===== src/rtl/atile_pkg.sv =====
package atile_pkg;

  localparam int MAX_COLS_DEF      = 64;
  localparam int MAX_ROWS_DEF      = 64;
  localparam int TILESET_COUNT_DEF = 16;

  localparam int CMD_W       = 2;
  localparam int COORD_W     = 6;
  localparam int TS_W        = 4;
  localparam int POS_W       = 8;
  localparam int CLASS_W     = 6;
  localparam int CFG_IDX_W   = 2;
  localparam int CFG_DATA_W  = 7;
  localparam int ENTRY_W     = 12;
  localparam int DIM_W       = 8;
  localparam int STEP_W      = 4;
  localparam int NUM_CLASSES = 37;
  localparam int SQUARE_LEN  = 9;
  localparam int NBR_COUNT   = 8;
  localparam int ROOM_DIM_RESET = 64;

  localparam logic [CMD_W-1:0] CMD_SET    = 2'd0;
  localparam logic [CMD_W-1:0] CMD_TILE   = 2'd1;
  localparam logic [CMD_W-1:0] CMD_SQUARE = 2'd2;
  localparam logic [CMD_W-1:0] CMD_NONE   = 2'd3;

  localparam logic [CFG_IDX_W-1:0] REG_ROOM_WIDTH  = 2'd0;
  localparam logic [CFG_IDX_W-1:0] REG_ROOM_HEIGHT = 2'd1;

  typedef struct packed {
    logic [DIM_W-1:0] eff_w;
    logic [DIM_W-1:0] eff_h;
  } geom_t;

  typedef struct packed {
    logic [POS_W-1:0]   col;
    logic [POS_W-1:0]   row;
    logic               in_range;
    logic [CLASS_W-1:0] tile_class;
    logic               last;
  } result_t;

endpackage


===== src/rtl/atile_ctrl.sv =====
module atile_ctrl import atile_pkg::*; #(
  parameter int MAX_COLS      = MAX_COLS_DEF,
  parameter int MAX_ROWS      = MAX_ROWS_DEF,
  parameter int TILESET_COUNT = TILESET_COUNT_DEF
) (
  input  logic                                  clk,
  input  logic                                  rst,
  input  geom_t                                 geom,
  input  logic                                  in_valid,
  output logic                                  in_stall,
  input  logic [CMD_W-1:0]                      cmd,
  input  logic [COORD_W-1:0]                    col,
  input  logic [COORD_W-1:0]                    row,
  input  logic                                  tile_active,
  input  logic                                  tile_solid,
  input  logic [TS_W-1:0]                       tile_tileset,
  output logic                                  out_valid,
  input  logic                                  out_stall,
  output result_t                               res,
  output logic                                  mem_we,
  output logic [$clog2(MAX_COLS*MAX_ROWS)-1:0]  mem_waddr,
  output logic [ENTRY_W-1:0]                    mem_wdata,
  output logic                                  mem_re,
  output logic [$clog2(MAX_COLS*MAX_ROWS)-1:0]  mem_raddr,
  input  logic [ENTRY_W-1:0]                    mem_rdata
);

  localparam int DEPTH = MAX_COLS * MAX_ROWS;
  localparam int AW    = $clog2(DEPTH);

  typedef enum logic [6:0] {
    S_CLEAR = 7'b0000001,
    S_IDLE  = 7'b0000010,
    S_SET   = 7'b0000100,
    S_TILE  = 7'b0001000,
    S_NBR   = 7'b0010000,
    S_WB    = 7'b0100000,
    S_EMIT  = 7'b1000000
  } state_t;

  function automatic logic signed [POS_W-1:0] sq_dc(input logic [STEP_W-1:0] s);
    logic signed [POS_W-1:0] v;
    case (s)
      4'd0, 4'd3, 4'd6: v = POS_W'(-1);
      4'd1, 4'd4, 4'd7: v = '0;
      default:          v = POS_W'(1);
    endcase
    return v;
  endfunction

  function automatic logic signed [POS_W-1:0] sq_dr(input logic [STEP_W-1:0] s);
    logic signed [POS_W-1:0] v;
    case (s)
      4'd0, 4'd1, 4'd2: v = POS_W'(-1);
      4'd3, 4'd4, 4'd5: v = '0;
      default:          v = POS_W'(1);
    endcase
    return v;
  endfunction

  // Neighbor order: left, top, right, bottom, top-left, top-right,
  // bottom-left, bottom-right.
  function automatic logic signed [POS_W-1:0] nb_dc(input logic [2:0] k);
    logic signed [POS_W-1:0] v;
    case (k)
      3'd0, 3'd4, 3'd6: v = POS_W'(-1);
      3'd1, 3'd3:       v = '0;
      default:          v = POS_W'(1);
    endcase
    return v;
  endfunction

  function automatic logic signed [POS_W-1:0] nb_dr(input logic [2:0] k);
    logic signed [POS_W-1:0] v;
    case (k)
      3'd1, 3'd4, 3'd5: v = POS_W'(-1);
      3'd0, 3'd2:       v = '0;
      default:          v = POS_W'(1);
    endcase
    return v;
  endfunction

  function automatic logic [CLASS_W-1:0] classify(input logic [NBR_COUNT-1:0] n);
    logic l, t, r, b, tl, tr, bl, br;
    logic [CLASS_W-1:0] c;
    l = n[0]; t = n[1]; r = n[2]; b = n[3];
    tl = n[4]; tr = n[5]; bl = n[6]; br = n[7];
    if (l) begin
      if (t) begin
        if (r) begin
          if (b) begin
            if (tl) begin
              if (tr) begin
                if (bl) c = br ? 6'd0 : 6'd1;
                else    c = br ? 6'd2 : 6'd0;
              end else begin
                c = (bl && br) ? 6'd3 : 6'd0;
              end
            end else if (tr) begin
              c = (bl && br) ? 6'd4 : 6'd0;
            end else begin
              c = 6'd5;
            end
          end else if (tl) begin
            c = tr ? 6'd6 : 6'd7;
          end else begin
            c = tr ? 6'd8 : 6'd9;
          end
        end else if (b) begin
          if (tl) c = bl ? 6'd10 : 6'd11;
          else    c = bl ? 6'd12 : 6'd13;
        end else begin
          c = tl ? 6'd14 : 6'd15;
        end
      end else if (r) begin
        if (b) begin
          if (bl) c = br ? 6'd16 : 6'd17;
          else    c = br ? 6'd18 : 6'd19;
        end else begin
          c = 6'd20;
        end
      end else if (b) begin
        c = bl ? 6'd21 : 6'd22;
      end else begin
        c = 6'd23;
      end
    end else if (t) begin
      if (r) begin
        if (b) begin
          if (tr) c = br ? 6'd24 : 6'd25;
          else    c = br ? 6'd26 : 6'd27;
        end else begin
          c = tr ? 6'd28 : 6'd29;
        end
      end else begin
        c = b ? 6'd30 : 6'd31;
      end
    end else if (r) begin
      c = b ? (br ? 6'd32 : 6'd33) : 6'd34;
    end else begin
      c = b ? 6'd35 : 6'd36;
    end
    return c;
  endfunction

  state_t                  state;
  logic [AW-1:0]           clr_addr;
  logic [CMD_W-1:0]        cmd_q;
  logic signed [POS_W-1:0] base_c;
  logic signed [POS_W-1:0] base_r;
  logic                    act_q;
  logic                    sol_q;
  logic [TS_W-1:0]         ts_q;
  logic [STEP_W-1:0]       step;
  logic [STEP_W-1:0]       k;
  logic                    nb_out;
  logic [ENTRY_W-1:0]      center;
  logic [NBR_COUNT-1:0]    links;
  logic                    res_ok;
  logic [CLASS_W-1:0]      res_class;

  logic signed [POS_W-1:0] tile_c;
  logic signed [POS_W-1:0] tile_r;
  logic signed [POS_W-1:0] acc_c;
  logic signed [POS_W-1:0] acc_r;
  logic [2*POS_W-1:0]      lin;
  logic                    in_map;
  logic [AW-1:0]           acc_addr;
  logic                    lnk;
  logic [2:0]              prev_k;
  logic [CLASS_W-1:0]      cls;
  logic                    slot_free;

  assign tile_c = base_c + ((cmd_q == CMD_SQUARE) ? sq_dc(step) : '0);
  assign tile_r = base_r + ((cmd_q == CMD_SQUARE) ? sq_dr(step) : '0);
  assign acc_c  = (state == S_NBR) ? tile_c + nb_dc(k[2:0]) : tile_c;
  assign acc_r  = (state == S_NBR) ? tile_r + nb_dr(k[2:0]) : tile_r;

  assign in_map = !acc_c[POS_W-1] && !acc_r[POS_W-1] &&
                  ($unsigned(acc_c) < geom.eff_w) && ($unsigned(acc_r) < geom.eff_h);
  assign lin = (2*POS_W)'($unsigned(acc_r)) * (2*POS_W)'(geom.eff_w) +
               (2*POS_W)'($unsigned(acc_c));
  assign acc_addr = lin[AW-1:0];

  assign lnk = nb_out || (mem_rdata[0] && mem_rdata[1] && mem_rdata[5:2] == center[5:2]);
  assign prev_k = 3'(k - STEP_W'(1));
  assign cls = classify(links);
  assign slot_free = !out_valid || !out_stall;

  assign in_stall  = (state != S_IDLE);
  assign mem_raddr = acc_addr;

  always_comb begin
    mem_we    = 1'b0;
    mem_waddr = acc_addr;
    mem_wdata = '0;
    mem_re    = 1'b0;
    case (state)
      S_CLEAR: begin
        mem_we    = 1'b1;
        mem_waddr = clr_addr;
      end
      S_SET: begin
        mem_we    = in_map;
        mem_wdata = {CLASS_W'(0), ts_q, sol_q, act_q};
      end
      S_TILE: begin
        mem_re = in_map;
      end
      S_NBR: begin
        mem_re = in_map && (k != STEP_W'(NBR_COUNT));
      end
      S_WB: begin
        mem_we    = 1'b1;
        mem_wdata = {cls, center[5:0]};
      end
      default: begin
        mem_we = 1'b0;
      end
    endcase
  end

  always_ff @(posedge clk) begin
    if (rst) begin
      state     <= S_CLEAR;
      clr_addr  <= '0;
      step      <= '0;
      out_valid <= 1'b0;
    end else begin
      if (out_valid && !out_stall && (state != S_EMIT)) begin
        out_valid <= 1'b0;
      end
      case (state)
        S_CLEAR: begin
          clr_addr <= clr_addr + AW'(1);
          if (clr_addr == AW'(DEPTH - 1)) begin
            state <= S_IDLE;
          end
        end
        S_IDLE: begin
          if (in_valid) begin
            cmd_q  <= cmd;
            base_c <= POS_W'(col);
            base_r <= POS_W'(row);
            act_q  <= tile_active;
            sol_q  <= tile_solid;
            ts_q   <= (int'(tile_tileset) >= TILESET_COUNT) ?
                      TS_W'(TILESET_COUNT - 1) : tile_tileset;
            step   <= '0;
            case (cmd)
              CMD_SET:    state <= S_SET;
              CMD_TILE:   state <= S_TILE;
              CMD_SQUARE: state <= S_TILE;
              default:    state <= S_IDLE;
            endcase
          end
        end
        S_SET: begin
          res_ok    <= in_map;
          res_class <= '0;
          state     <= S_EMIT;
        end
        S_TILE: begin
          res_ok    <= in_map;
          res_class <= '0;
          k         <= '0;
          state     <= in_map ? S_NBR : S_EMIT;
        end
        S_NBR: begin
          nb_out <= !in_map;
          if (k == '0) begin
            center <= mem_rdata;
          end else begin
            links[prev_k] <= lnk;
          end
          if (k == STEP_W'(NBR_COUNT)) begin
            state <= S_WB;
          end else begin
            k <= k + STEP_W'(1);
          end
        end
        S_WB: begin
          res_class <= cls;
          state     <= S_EMIT;
        end
        S_EMIT: begin
          if (slot_free) begin
            out_valid      <= 1'b1;
            res.col        <= tile_c;
            res.row        <= tile_r;
            res.in_range   <= res_ok;
            res.tile_class <= res_class;
            res.last       <= (cmd_q != CMD_SQUARE) || (step == STEP_W'(SQUARE_LEN - 1));
            if ((cmd_q == CMD_SQUARE) && (step != STEP_W'(SQUARE_LEN - 1))) begin
              step  <= step + STEP_W'(1);
              state <= S_TILE;
            end else begin
              step  <= '0;
              state <= S_IDLE;
            end
          end
        end
        default: begin
          state <= S_IDLE;
        end
      endcase
    end
  end

endmodule


===== config.mk =====
export PLATFORM = sky130hd
export DESIGN_NAME = atile_ctrl
export DESIGN_NICKNAME = d
export VERILOG_FILES = /design/src/rtl/atile_pkg.sv /design/src/rtl/atile_ctrl.sv
export SDC_FILE = /design/constraint.sdc
export NUM_CORES = 1
export LEC_CHECK = 0
export ABC_AREA = 1
export BUFFER_PORTS_ARGS = -buffer_cell sky130_fd_sc_hd__buf_2
export CORE_MARGIN = 8
export CORE_UTILIZATION = 40
export CTS_CLUSTER_SIZE = 24
export DETAILED_ROUTE_END_ITERATION = 8
export MAX_ROUTING_LAYER = met4
export PLACE_DENSITY_LB_ADDON = 0.05
export RECOVER_POWER = 100
export SLEW_MARGIN = 10
export SYNTH_ARGS = -nofsm -noshare
export SYNTH_HDL_FRONTEND = slang
export SYNTH_SLANG_ARGS = --single-unit

===== constraint.sdc =====
create_clock -name clk -period 21.7 [get_ports clk]
set_clock_uncertainty 0.1 [all_clocks]
set_input_delay 0 -clock clk [delete_from_list [all_inputs] [get_ports clk]]
set_output_delay 0 -clock clk [all_outputs]
set_load 0.02 [all_outputs]

Word level (Yosys, flattened, before mapping)
Index checks and enable logic that the tools add are counted.
Widths: inputs -> output; s select.
- bits in read-only memories: 0
- output and inout bits: 64
- word-level logic and storage cells: 194
- memories kept: 0
- latch bits: 0
- memory bits (writable): 0
- register bits after elaboration: 94
- shift-type cells: 0
- reductions and logical operators: 48
- bitwise gates (word level): 2
- multipliers: 1
- multiplexer cells: 72
- equal/unequal tests: 37
- add/subtract/negate cells: 9
- div/mod/pow operators: 0
- $lt $le $gt $ge: 4
- operator list (operator ; number):
    $mux 6 ; 12
    $pmux 8 s2 ; 4
    $pmux 7 s6 ; 1
    $mux 7 ; 5
    $mux 8 ; 4
    $mux 4 ; 6
    $pmux 12 s2 ; 1
    $pmux 4 s2 ; 3
    $reduce_and 3->1 ; 6
    $reduce_or 3->1 ; 6
    $mux 1 ; 17
    $add 6x8->8 ; 2
    $add 8x8->8 ; 2
    $eq 4x3->1 const B ; 4
    $lt 8x8->1 ; 2
    $mux 2 ; 8
    $mux 3 ; 5
    $add 12x1->12 const B ; 1
    $add 12x8->12 ; 1
    $eq 12x12->1 const B ; 1
    $mul 8x8->12 ; 1
    $mux 12 ; 1
    $pmux 6 s2 ; 1
    $reduce_or 2->1 ; 6
    38 further kinds ; 73

Longest topological paths before layout
- depth after elaboration: 13
- depth in mapped cells: 51

Worst setup path before layout
OpenSTA, ideal clock, no wires.
- kind: flip-flop to output port
- start: reg step[0]
- end: out mem_raddr[11]
- arrival: 7326 ps
- path slack: 14274 ps
- cell stages (with the launch flop): 47
- cells stage by stage: dfxtp_1 > inv_1 > ha_1 > nor2_1 > nand2_2 > nand2_8 > o21ai_0 > ha_1 > ha_1 > inv_1 > nand2_1 > xnor2_1 > ha_1 > a21oi_1 > inv_1 > a31oi_1 > or2_2 > o21ai_0 > (+11 left out) > fa_1 > fa_1 > inv_1 > ha_1 > nand2_1 > o21ai_0 > a21oi_1 > o21bai_1 > a21oi_1 > o21bai_1 > xor2_1 > nand3_1 > nand2_1 > nand2_1 > nand2_1 > inv_1 > nand2_1 > and2_1
- longest elaborated chain between the ends: 9
- ends and longest elaborated chain (what ; line ; source):
    start, declared ; atile_ctrl.sv:154 ; logic [STEP_W-1:0] step;
    start signal, assigned ; atile_ctrl.sv:295 ; step <= step + STEP_W'(1);
    $eq 4x2->1, or another cell as far along ; atile_ctrl.sv:53 ; case (s)
    $reduce_or 3->1 ; atile_ctrl.sv:53 ;
    $pmux 8 s2 (*) ; atile_ctrl.sv:53 ;
    $mux 8 (*) ; atile_ctrl.sv:175 ; assign tile_r = base_r + ((cmd_q == CMD_SQUARE) ? sq_dr(step) : '0);
    $add 6x8->8 (*) ; atile_ctrl.sv:175 ;
    via tile_r[2] ; atile_ctrl.sv:163 ; logic signed [POS_W-1:0] tile_r;
    $add 8x8->8 ; atile_ctrl.sv:177 ; assign acc_r = (state == S_NBR) ? tile_r + nb_dr(k[2:0]) : tile_r;
    $mux 8 (*) ; atile_ctrl.sv:177 ;
    $mul 8x8->12 (*) ; atile_ctrl.sv:181 ; assign lin = (2*POS_W)'($unsigned(acc_r)) * (2*POS_W)'(geom.eff_w) +
    $add 12x8->12 (*) ; atile_ctrl.sv:181 ;
    end, declared ; atile_ctrl.sv:24 ; output logic [$clog2(MAX_COLS*MAX_ROWS)-1:0] mem_raddr,
The timed path passes the listed nets; every way through them passes the cells marked *.

Worst setup path after layout
- start: reg step[0]
- end: out mem_waddr[11]
- longest elaborated chain between the ends: 10
- ends and longest elaborated chain (what ; line ; source):
    $eq 4x2->1, or another cell as far along ; atile_ctrl.sv:53 ;
    $reduce_or 3->1 ; atile_ctrl.sv:53 ;
    $pmux 8 s2 (*) ; atile_ctrl.sv:53 ;
    $mux 8 (*) ; atile_ctrl.sv:175 ;
    $add 6x8->8 (*) ; atile_ctrl.sv:175 ;
    via tile_r[2] ; atile_ctrl.sv:163 ;
    $add 8x8->8 ; atile_ctrl.sv:177 ;
    $mux 8 (*) ; atile_ctrl.sv:177 ;
    $mul 8x8->12 (*) ; atile_ctrl.sv:181 ;
    $add 12x8->12 (*) ; atile_ctrl.sv:181 ;
    $mux 12 (*) ; atile_ctrl.sv:198 ; case (state)
    end, declared ; atile_ctrl.sv:21 ; output logic [$clog2(MAX_COLS*MAX_ROWS)-1:0] mem_waddr,
Marked as above.

==> results.txt <==
In this run, synthesis inferred 70 flip-flops with an integrated enable. The first global-routing pass estimated 31,550 um of wire. The final-report max-slew violation count came to 58. The total nets after synthesis is 1,133. After floorplanning, the core was divided into 51 placement rows. The overall track demand over capacity in global routing is 16.53%. The detailed-route wire length per cell came out at 14.06 um. From left edge to right edge, the die measures 156.7 um. The post-cts sizing count is 0. The via count of the first global-routing pass is 6,414. The die height is 156.7 um. The most instantiated flip-flop cell in the synthesis netlist is edfxtp_1. The proportion of register bits with asynchronous set or reset after synthesis came out at 0%.

The worst setup path is of the flop to primary output kind. The run finished, with violations left. The remaining antenna violation count came out at 0. The worst register-to-register path has a setup slack of between 15,000 and 20,000 ps. The shortest clock period the worst path allows after layout is 9355 ps.

The buffers inserted during post-CTS setup optimization is 0. Setup repair after global routing left no endpoint under its margin. In the routed design, unresolved DRC markers number 0. The setup violation total in the final timing report came out at 0. The full die area is 24,570 um2. The slew at the pin with the worst max-slew slack came out at 1718 ps. CTS placed an instance of clkbuf_16 at the clock tree root. The HPWL reported at the end of detailed placement is 15,610 um.

The repair_antennas step left the layout with diodes totalling 0. The latest clock arrival within the worst-skew pair is approximately 360 ps. Detailed routing inserted a total of 6,480 vias.

The number of top-level pins came out at 116. The largest fanout of any net on the critical path came out at 7. The end of the worst register-to-register path is state[6]$_SDFFE_PP0P_. Counting both buffers and inverters, the worst setup path holds a total of 10. The number of nets in the layout is 1,275. The H-tree level count came out at 3. The number of buffers inserted during clock tree synthesis came out at 9.

Sequential elements use about a third of the synthesized area. The number of distinct library cell variants in the gate-level netlist after synthesis is 52. Dividing the detail-routed via count by the number of cells gives 4.716. Timing would allow up to around 110 MHz. The max capacitance violation total is 3.

Yosys printed 0 warnings. The worst pin sits at a relative slew slack of -14.97%. Clock-pin slew was measured on the worst setup and hold paths at 80 ps. The final total negative setup slack is 0 ps. The static leakage came out at 0.004267 uW. The critical path data required time is 21,600 ps. STA classifies the critical path endpoint as a primary output.

Routability-driven placement finished with a final weighted congestion of 0.8322. The total overflow left after global routing is 0. The initial core utilization is 40.71%. Counting stages on the worst path, the most repeated cell is nand2_1. The most critical setup path has its startpoint at step[0]$_SDFFE_PP0P_.

The core area came out at 19,460 um2. The logic depth of the worst setup path including buffers came out at 48. The port buffer count is 109.

The area overhead of the layout relative to synthesis is 16.42%. The worst-case vdd ir drop is 42.30 uV. The slowest stage of the critical path belongs to the cell fa_1.

In this run, synthesis produced a sequential element count of 94. The number of cells after detailed placement came out at 1,327. The cell count after synthesis is 962.

The initial antenna violation count is 0. The maximum clock insertion buffer count came out at 2. The critical path ends at mem_waddr[11].

The number of cells traversed by the worst register-to-register path is 36. The number of buffers inserted by hold repair at cts came out at 31. The startpoint identified for the worst register-to-register timing path is step[0]$_SDFFE_PP0P_. The cell area after technology mapping is 7924 um2.

The synthesized area per cell came out at 8.237 um2. The first-pass iteration count of the detailed router is 5. The stage delay of the slowest cell on the critical path came out at 540 ps. The final number of hold-violating endpoints came out at 0. The kind of start point of the critical path is a flop. The pin count of the biggest net entering global routing came out at 31. The violation count after the first detailed-routing iteration came out at 289.

The checks that failed: capacitance limit, slew limit. The share of the clock period used by the worst path came out at 43.11%. The number of sinks driven by the clock tree came out at 94. Wires add up to approximately 19,000 um.

The data arrival time of the worst path is approximately 9000 ps. The worst hold path belongs to the class primary input to flop. Grouping stages by cell kind, the critical path spends the most delay in adder cells. Dividing total power by cell area gives a power density of 57.25 nW/um2.

The filler-free cell count of the finished design came out at 1,374. TritonCTS built the clock tree. The post-route netlist has 7.935% of its cells at a drive strength greater than 1.
==> cell type report <==
class	count	area [um2]
fillers	2012	10240
multi-input cells	654	4479
flip-flops and latches	94	2582
repair buffers	143	779.5
inverters	202	760.7
well taps	265	331.6
clock buffers	9	225.2
clock inverters	7	66.31
==> flip-flops by register name, summed over array words and instances, names as in the netlist, 2 cells and up <==
register and flops:
clr_addr 12, res_class 6, ts_q 4, base_r 6, center 6, k 4, cmd_q 2, res 24
links 8, base_c 6, state 7, step 4
==> report_power, final <==
| part | switching (uW) | internal (uW) |
|---|---|---|
| registers | 0.916 | 193 |
| logic | 119 | 58.9 |
| clock network | 75.8 | 80.4 |
| total | 196 | 332 |
==> routing by layer <==
metal / vias up / GRT usage, % / wire length [um]
li1: 3398 / - / -
met1: 2943 / 22.76 / 10070
met2: 126 / 25.17 / 8205
met3: 13 / 2.344 / 845
met4: 0 / 4.073 / 200
met5: - / - / 0
==> cell usage after synthesis (all sizes together), types with 4 or more instances <==
cell type,number,area share [%]
inv,199,9.5
nand2,176,9.4
nor2,100,5.3
ha,77,12
edfxtp,70,27
nand3,56,3.9
o21ai,50,3.2
a21oi,43,2.8
fa,42,11
nor3,26,1.7
dfxtp,24,6.1
xor2,19,2.1
nand4,12,0.95
clkbuf,11,0.52
nor4,6,0.55
o31ai,6,0.63
xnor2,5,0.55
a211oi,4,0.38
o21bai,4,0.38
or2,4,0.32
==> how the worst min path moves through the flow <==
stage,start,end,slack [ps],cells after the start
floorplan,rst,state[3]$_SDFFE_PP0P_,-20,1
global route,row[5],base_r[5]$_DFFE_PP_,240,2
detailed placement,tile_tileset[3],ts_q[3]$_DFFE_PP_,80,1
finish,tile_tileset[0],ts_q[0]$_DFFE_PP_,250,2
global placement,row[2],base_r[2]$_DFFE_PP_,80,1
CTS,tile_tileset[0],ts_q[0]$_DFFE_PP_,240,2
==> kinds of logic (layout without fill, tap and decap cells) <==
kind of cell    Yosys count  count (layout)  share of synthesized area (%)
flops                    94              94                          32.59
buf+inv                 214             361                          10.18
fa+ha+maj               119             119                          22.77
simple gates            385             385                          22.50
xor+xnor                 24              24                          2.653
compound gates          126             126                          9.301
==> metrics by stage <==
step	util (%)	instance area [um2]	power (uW)	worst slack (ps)	hold slack (ps)
after floorplan	-	7924	324.8	14270	-21.53
after global placement	45.12	8782	380.8	13050	76.71
after detailed placement	45.12	8782	381.2	13010	78.12
after CTS	48.22	9384	542.0	12610	235.3
after global routing	47.40	9225	563.8	11590	243.8
final	47.40	9225	528.2	12350	247.2
==> layout by cell type, fill, tap and decap left out, types with 19 or more instances in the layout <==
cell type | Yosys | final
fa_1 | 42 | 42
dlygate4sd3_1 | 0 | 31
clkbuf_1 | 11 | 73
nor3_1 | 25 | 26
xor2_1 | 19 | 19
edfxtp_1 | 70 | 70
o21ai_0 | 45 | 46
nand2_1 | 157 | 162
nor2_1 | 93 | 94
nand3_1 | 51 | 52
inv_1 | 193 | 195
dfxtp_1 | 24 | 24
a21oi_1 | 42 | 42
ha_1 | 77 | 77
buf_2 | 1 | 39
Note: power is estimated with default switching activity, not from simulation.
